--- config.mk ---
export PLATFORM = sky130hd
export DESIGN_NAME = ppfp_ctrl
export DESIGN_NICKNAME = d
export VERILOG_FILES = /design/src/rtl/ppfp_pkg.sv /design/src/rtl/ppfp_ctrl.sv
export SDC_FILE = /design/constraint.sdc
export NUM_CORES = 1
export LEC_CHECK = 0
export ABC_CLOCK_PERIOD_IN_PS = 2200
export BUFFER_PORTS_ARGS = -buffer_cell sky130_fd_sc_hd__buf_2
export CAP_MARGIN = 10
export CORE_AREA = 8 8 45 47
export CTS_CLUSTER_SIZE = 12
export DETAILED_ROUTE_END_ITERATION = 10
export DIE_AREA = 0 0 53 55
export HOLD_SLACK_MARGIN = 0.03
export SLEW_MARGIN = 20
export SYNTH_ARGS = -nofsm -noshare
export SYNTH_HDL_FRONTEND = slang
export SYNTH_SLANG_ARGS = --single-unit
--- constraint.sdc ---
create_clock -name clock -period 2.2 [get_ports clock]
set_input_delay 0.33 -clock clock [delete_from_list [all_inputs] [get_ports clock]]
set_output_delay 0.33 -clock clock [all_outputs]
set_load 0.01 [all_outputs]
--- src/rtl/ppfp_pkg.sv ---
`timescale 1ns / 1ps
package ppfp_pkg;

   localparam int PAIRS_DEF      = 8;
   localparam int RING_BYTES_DEF = 1024;

   typedef enum logic [2:0] {
      KIND_ALLOC       = 3'd0,
      KIND_OPEN_SLAVE  = 3'd1,
      KIND_REL_MASTER  = 3'd2,
      KIND_REL_SLAVE   = 3'd3,
      KIND_M_WRITE     = 3'd4,
      KIND_M_READ      = 3'd5,
      KIND_S_WRITE     = 3'd6,
      KIND_S_READ      = 3'd7
   } kind_type;

   typedef enum logic [2:0] {
      STS_OK      = 3'd0,
      STS_BAD     = 3'd1,
      STS_BLOCK   = 3'd2,
      STS_CLOSED  = 3'd3,
      STS_NO_FREE = 3'd4
   } status_type;

   typedef enum logic [1:0] {
      FSM_IDLE,
      FSM_EXEC,
      FSM_READ,
      FSM_DONE
   } state_type;

   typedef struct packed {
      kind_type    kind;
      logic [3:0]  pair_index;
      logic [7:0]  data_byte;
      logic        end_of_request;
   } req_type;

   typedef struct packed {
      status_type  status;
      logic [7:0]  read_byte;
      logic [2:0]  granted_pair;
      logic        request_done;
      logic [10:0] fill_level;
   } rsp_type;

   typedef struct packed {
      logic load;
      logic exec;
      logic capture;
   } cmd_type;

   typedef struct packed {
      logic rd_pending;
   } dp_status_type;

endpackage

--- src/rtl/ppfp_ctrl.sv ---
`timescale 1ns / 1ps
module ppfp_ctrl (
   input  logic                   clock,
   input  logic                   reset,
   input  logic                   req_valid,
   output logic                   req_stall,
   output logic                   rsp_valid,
   input  logic                   rsp_stall,
   input  ppfp_pkg::dp_status_type dp_sts,
   output ppfp_pkg::cmd_type      cmd
);

   ppfp_pkg::state_type state_ff, state_in;

   always_ff @(posedge clock) begin
      if (reset) begin
         state_ff <= ppfp_pkg::FSM_IDLE;
      end else begin
         state_ff <= state_in;
      end
   end

   always_comb begin
      state_in = state_ff;
      unique case (state_ff)
         ppfp_pkg::FSM_IDLE: begin
            if (req_valid) state_in = ppfp_pkg::FSM_EXEC;
         end
         ppfp_pkg::FSM_EXEC: begin
            state_in = dp_sts.rd_pending ? ppfp_pkg::FSM_READ : ppfp_pkg::FSM_DONE;
         end
         ppfp_pkg::FSM_READ: begin
            state_in = ppfp_pkg::FSM_DONE;
         end
         ppfp_pkg::FSM_DONE: begin
            if (!rsp_stall) state_in = ppfp_pkg::FSM_IDLE;
         end
         default: state_in = ppfp_pkg::FSM_IDLE;
      endcase
   end

   always_comb begin
      req_stall   = 1'b1;
      rsp_valid   = 1'b0;
      cmd.load    = 1'b0;
      cmd.exec    = 1'b0;
      cmd.capture = 1'b0;
      unique case (state_ff)
         ppfp_pkg::FSM_IDLE: begin
            req_stall = 1'b0;
            cmd.load  = req_valid;
         end
         ppfp_pkg::FSM_EXEC: cmd.exec    = 1'b1;
         ppfp_pkg::FSM_READ: cmd.capture = 1'b1;
         ppfp_pkg::FSM_DONE: rsp_valid   = 1'b1;
         default: req_stall = 1'b1;
      endcase
   end

endmodule

==> flow_summary.toml, run 1 <==
[pwr]
sequentialPowerShare_pct = 19.6
switching_share_pct = 42.3
power_density_mw_per_mm2 = 1330
share_comb_of_total_power_pct = 59.4
switchingPower_uw = 158
p_int_uw = 216
ir_drop_mv = 0.277
pwr-share-clk_pct = 21.0
power_uw = 374
leakage_nw = 0.160

[cts]
cts_buffers = 3
cts_sinks = 2
htreeDepth = 1
cts_setup_buffers = 0
worstSkewPairLatency_ns = 0.22
ctsHoldBuffers = 0
clock-root-buffer = "clkbuf_4"
path_clk_slew_ns = 0.03
cts_tree = "done"
cts_resized = 0
cts_max_path_buffers = 2

[die]
io_pins = 10
fp-row-count = 14
die_h_um = 55
dieArea_mm2 = 0.00292
coreArea_mm2 = 0.00138
initial_core_util_pct = 13.9
die_w_um = 53

[sta]
fmax_ghz = 0.606
slew_violations = 0
clock_skew_ns = 0.00133
relSlewSlack_pct = 85.1
rsz0062_at_grt = "false"
report.final.hold_viol_count = 0
fin_ws_ns = 0.551
worst_pin_slew_ns = 0.222
setup-tns-final_ns = 0
fin_crit_sh_pct = 75.0
hold_ws_ns = 0.289
finalSetupViolCount = 0
fin_crit_ns = 1.65

[synth]
netlist_top_cells_area = "ha_1 (32%), dfxtp_1 (21%), inv_1 (7.8%), nand2b_4 (7.1%), o21ba_1 (5.2%)"
yosys_register_bits = 2
ys_seq_area_share_pct = 20.8
ys_warn_count = 0
synth_fp_nets = 31
syn_area_um2 = 193
yosys.area.top_type_share_pct = 32.5
synth_top_area_cell = "ha_1"
syn_area_per_cell_um2 = 9.18
postSynthCellCount = 21
synth_cell_type_count = 13

[setup_path]
cp-end-kind = "output port"
cp.required_ns = 1.87
critPathLaunchType = "register"
cp_max_fo = 4
worst-setup-path-type = "reg -> out"
arrival_ns = 1.32

[global_routing]
grt_first_pass_wirelength_um = 869
grt_usage_pct = 4.31
grt_pass1_vias = 211
grt_max_degree = 5
grt_overflow = 0
antenna_found_initial = 0

[run_status]
status = "completed"

[layout]
diodes = 0
drive_above_1_share_pct = 42.4
largestRegisters = "state_ff (2)"
post-route-cell-area_um2 = 280
final_nets = 45
final_common_cell = "buf_2"
area_delta_synth_final_pct = 45.5
nFillCells = 163
top_register = "state_ff"
layout_common_cells = "buf_2 (9), ha_1 (5), inv_1 (4)"
largest_reg_flops = 2

[placement]
dpl.hpwl_um = 418
post_dp_cell_area_um2 = 258
portBuffers = 9
dp_slack_ns = 0.788
place.gp.congestion = 0.643

[routing]
route.vias.total = 176
drt-initial-drc-count = 3
drc = 0
viasPerCell = 3.59
drt-wirelength-per-cell_um = 10.2
totalWireLength_um = 501
drtAntennaViolNets = 0
drt_pass1_iterations = 2

[hold_path]
min_path_type = "in -> reg"

[job]
maxCapViolCount = 0
## layout make-up
type	count	area, um^2	share of cell area [%]
repair buffers	9	45.0	16.1
clock buffers	3	22.5	8.04
multi-input cells	15	138	49.1
inverters	4	15.0	5.36
flip-flops and latches	2	40.0	14.3
well taps	16	20.0	7.14
## synth_stat cells (all sizes together)
master and n:
a311oi 1, nand2b 1, or2 1, inv 4, o21ba 1, a31oi 1, a21oi 1, ha 5
dfxtp 2, and2 1, nand2 1, a211oi 1, and3 1
## metal layers
layer	global-route usage, %	vias up	wire (um)
li1	-	94	-
met1	3.33	76	182
met2	7.03	6	258
met3	2.41	0	60
met4	5.17	0	0
met5	0	-	0
## power by group through the flow
| stage | combinational [mW] | sequential, mW | clock (mW) |
|---|---|---|---|
| after floorplan | 0.162 | 0.0683 | 0 |
| after global placement | 0.219 | 0.0743 | 0 |
| after detailed placement | 0.227 | 0.0743 | 0 |
| after CTS | 0.228 | 0.0738 | 0.0848 |
| after global routing | 0.260 | 0.0763 | 0.0879 |
| final | 0.222 | 0.0733 | 0.0786 |
## worst max-delay path, stage by stage (launching register included)
cell and delay (ns):
dfxtp_1 0.38, inv_1 0.12, ha_1 0.27, and2_2 0.20
buf_2 0.13
## path summary, 6_finish.rpt
check | from | end | slack, ns | depth (start not counted)
max reg2reg | state_ff[0]$_SDFFE_PP0P_ | state_ff[0]$_SDFFE_PP0P_ | 0.91 | 5
min | reset | state_ff[0]$_SDFFE_PP0P_ | 0.29 | 2
min reg2reg | state_ff[0]$_SDFFE_PP0P_ | state_ff[0]$_SDFFE_PP0P_ | 0.59 | 2
max | state_ff[0]$_SDFFE_PP0P_ | cmd[2] | 0.55 | 4
## metrics by stage
step / instances / util [%]
global placement: 46 / 18.6
CTS: 49 / 20.3
floorplan: 21 / -
global route: 49 / 20.3
detailed placement: 46 / 18.6
finish: 49 / 20.3
## cells by family (layout without fill, tap and decap cells)
group | Yosys count | count (layout) | share of synthesized area, %
AND/OR/NAND/NOR | 5 | 5 | 19.5
adder cells (fa/ha/maj) | 5 | 5 | 32.5
flip-flops | 2 | 2 | 20.8
AO/OA/AOI/OAI | 5 | 5 | 19.5
buffers and inverters | 4 | 16 | 7.79
Power figures use the tool's default switching activity.
==> inputs of run 2 (changes only) <==
--- a/config.mk
+++ b/config.mk
@@ -5,7 +5,8 @@
 export SDC_FILE = /design/constraint.sdc
 export NUM_CORES = 1
 export LEC_CHECK = 0
-export ABC_CLOCK_PERIOD_IN_PS = 2200
+export ABC_AREA = 1
+export ABC_CLOCK_PERIOD_IN_PS = 1700
 export BUFFER_PORTS_ARGS = -buffer_cell sky130_fd_sc_hd__buf_2
 export CAP_MARGIN = 10
 export CORE_AREA = 8 8 45 47
==> constraint.sdc (replaced) <==
create_clock -name clock -period 1.7 [get_ports clock]
set_input_delay 0.255 -clock clock [delete_from_list [all_inputs] [get_ports clock]]
set_output_delay 0.255 -clock clock [all_outputs]
set_load 0.01 [all_outputs]
==> run 2 against run 1 <==
Compared with the run above:
- clock power increased by 36%
- global-route usage decreased by 0.44 points
- clock skew barely moved
- highest routed layer is now met4
- critical path depth grew 1
==> flow_summary.toml, run 2 <==
[synth]
ys_warn_count = 0
synth_fa_ha_area_share_pct = 29.6
synth_fp_nets = 37
async_flop_share_pct = 0
synth_xor_area_share_pct = 0
yosys_register_bits = 2
postSynthCellCount = 27
syn_area_um2 = 211
ys.flop_type = "dfxtp_1"
synth_cell_type_count = 9
synth-simple-area-share_pct = 21.9
ys_seq_area_share_pct = 18.9
synthTopCellsByCount = "inv_1 (6), nand2_1 (6), ha_1 (5), nand2_2 (3)"
synthMuxAreaShare_pct = 0
synth_compound_area_share_pct = 17.2
synth_top_family_by_area = "adder cells"
yosys.area.top_type_share_pct = 29.6
synth-edff-count = 0
netlist_top_cells_area = "ha_1 (30%), dfxtp_1 (19%), inv_1 (11%), nand2_1 (11%), nand2_2 (8.9%)"
syn_area_per_cell_um2 = 7.83
synth_top_area_cell = "ha_1"

[job]
maxCapViolCount = 0

[sta]
rsz0062_at_grt = "false"
slew_violations = 0
finalSetupViolCount = 0
relSlewSlack_pct = 84.9
worst_pin_slew_ns = 0.226
report.final.hold_viol_count = 0
setup-tns-final_ns = 0
fin_crit_sh_pct = 88.6
clock_skew_ns = 0.00136
fin_crit_ns = 1.51
fmax_ghz = 0.664

[die]
initial_core_util_pct = 15.3
io_pins = 10
die_w_um = 53
fp-row-count = 14
dieArea_mm2 = 0.00292
coreArea_mm2 = 0.00138
die_h_um = 55

[layout]
final_nets = 51
area_delta_synth_final_pct = 41.4
post-route-cell-area_um2 = 299
register_area_um2 = 40.0
largestRegisters = "state_ff (2)"
instances_no_fill = 55
top_register = "state_ff"
final_common_cell = "buf_2"
multiInputGateArea_um2 = 145
nFillCells = 170
largest_reg_flops = 2
drive_above_1_share_pct = 48.7
layout_common_cells = "buf_2 (9), inv_1 (6), nand2_1 (6)"
diodes = 0
fin_util_pct = 21.6

[run_status]
status = "completed"

[cts]
cts_max_path_buffers = 2
cts_tree = "done"
cts_sinks = 2
cts_buffers = 3
ctsHoldBuffers = 0
cts_setup_buffers = 0
worstSkewPairLatency_ns = 0.23
path_clk_slew_ns = 0.03
clock-root-buffer = "clkbuf_4"
htreeDepth = 1
cts_resized = 0

[global_routing]
grt_pass1_vias = 204
antenna_found_initial = 0
grt_max_degree = 6
grt_overflow = 0
grt_usage_pct = 3.87
grt_first_pass_wirelength_um = 772

[setup_path]
path_common_cell = "inv_1"
cp.required_ns = 1.44
crit_path_top_delay_cell = "dfxtp_1"
path_cells = "inv_1, ha_1, nand2_1, inv_1, buf_2"
critPathBufInv = 3
cpPeakStageDelay_ns = 0.43
critPathLaunchType = "register"
worst-setup-path-type = "reg -> out"
cp_max_fo = 5
path_delay_family = "flip-flops"
arrival_ns = 1.25
cp-end-kind = "output port"

[pwr]
ir_drop_mv = 0.380
power_density_mw_per_mm2 = 1870
leakage_nw = 0.173
power_uw = 558

[routing]
route.vias.total = 207
wl_met2_um = 225
wl_met3_um = 58
totalWireLength_um = 463
drt-initial-drc-count = 0
highest_layer = "met4"
drc = 0
viasPerCell = 3.76
drt-wirelength-per-cell_um = 8.42
wl_met1_um = 165
drt_pass1_iterations = 1
drtAntennaViolNets = 0

[placement]
post_dp_cell_area_um2 = 277
dp_cells = 52
portBuffers = 9
place.gp.congestion = 0.660
dpl.hpwl_um = 395

[hold_path]
min_path_type = "in -> reg"
==> run 2: cells by family after synthesis <==
group,Yosys count
buf+inv,7
compound gates,3
simple gates,10
flops,2
fa+ha+maj,5
==> run 2: worst paths after layout <==
check,from,cells after the start,slack (ns),to
setup / recovery,state_ff[0]$_SDFFE_PP0P_,5,0.19,cmd[2]
hold / removal,reset,2,0.22,state_ff[1]$_SDFFE_PP0P_
setup reg to reg,state_ff[0]$_SDFFE_PP0P_,7,0.48,state_ff[1]$_SDFFE_PP0P_
hold reg to reg,state_ff[1]$_SDFFE_PP0P_,2,0.52,state_ff[1]$_SDFFE_PP0P_
==> run 2: stage by stage <==
step           worst slack, ns  hold WS, ns
2_1_floorplan            0.566        0.317
3_3_place_gp             0.421        0.446
3_5_place_dp             0.419        0.452
4_1_cts                  0.177        0.216
5_1_grt                  0.117        0.217
6_report                 0.193        0.220
==> run 2: metal layers <==
metal	vias up	GRT usage [%]
met4	0	5.17
li1	105	-
met3	2	2.41
met2	10	5.86
met5	-	0
met1	90	3.03
==> run 2: cell type report <==
cell class | instances | area share (%)
Inverter | 7 | 8.79
Tap cell | 16 | 6.69
Multi-Input combinational cell | 18 | 48.5
Timing Repair Buffer | 9 | 15.1
Sequential cell | 2 | 13.4
Clock buffer | 3 | 7.53
==> run 2: power by group <==
group / leakage (nW) / switching (mW) / internal (mW)
clock: 0.0138 / 0.0287 / 0.0780
sequential: 0.0165 / 0.0337 / 0.0713
combinational: 0.142 / 0.187 / 0.160
total: 0.173 / 0.249 / 0.309
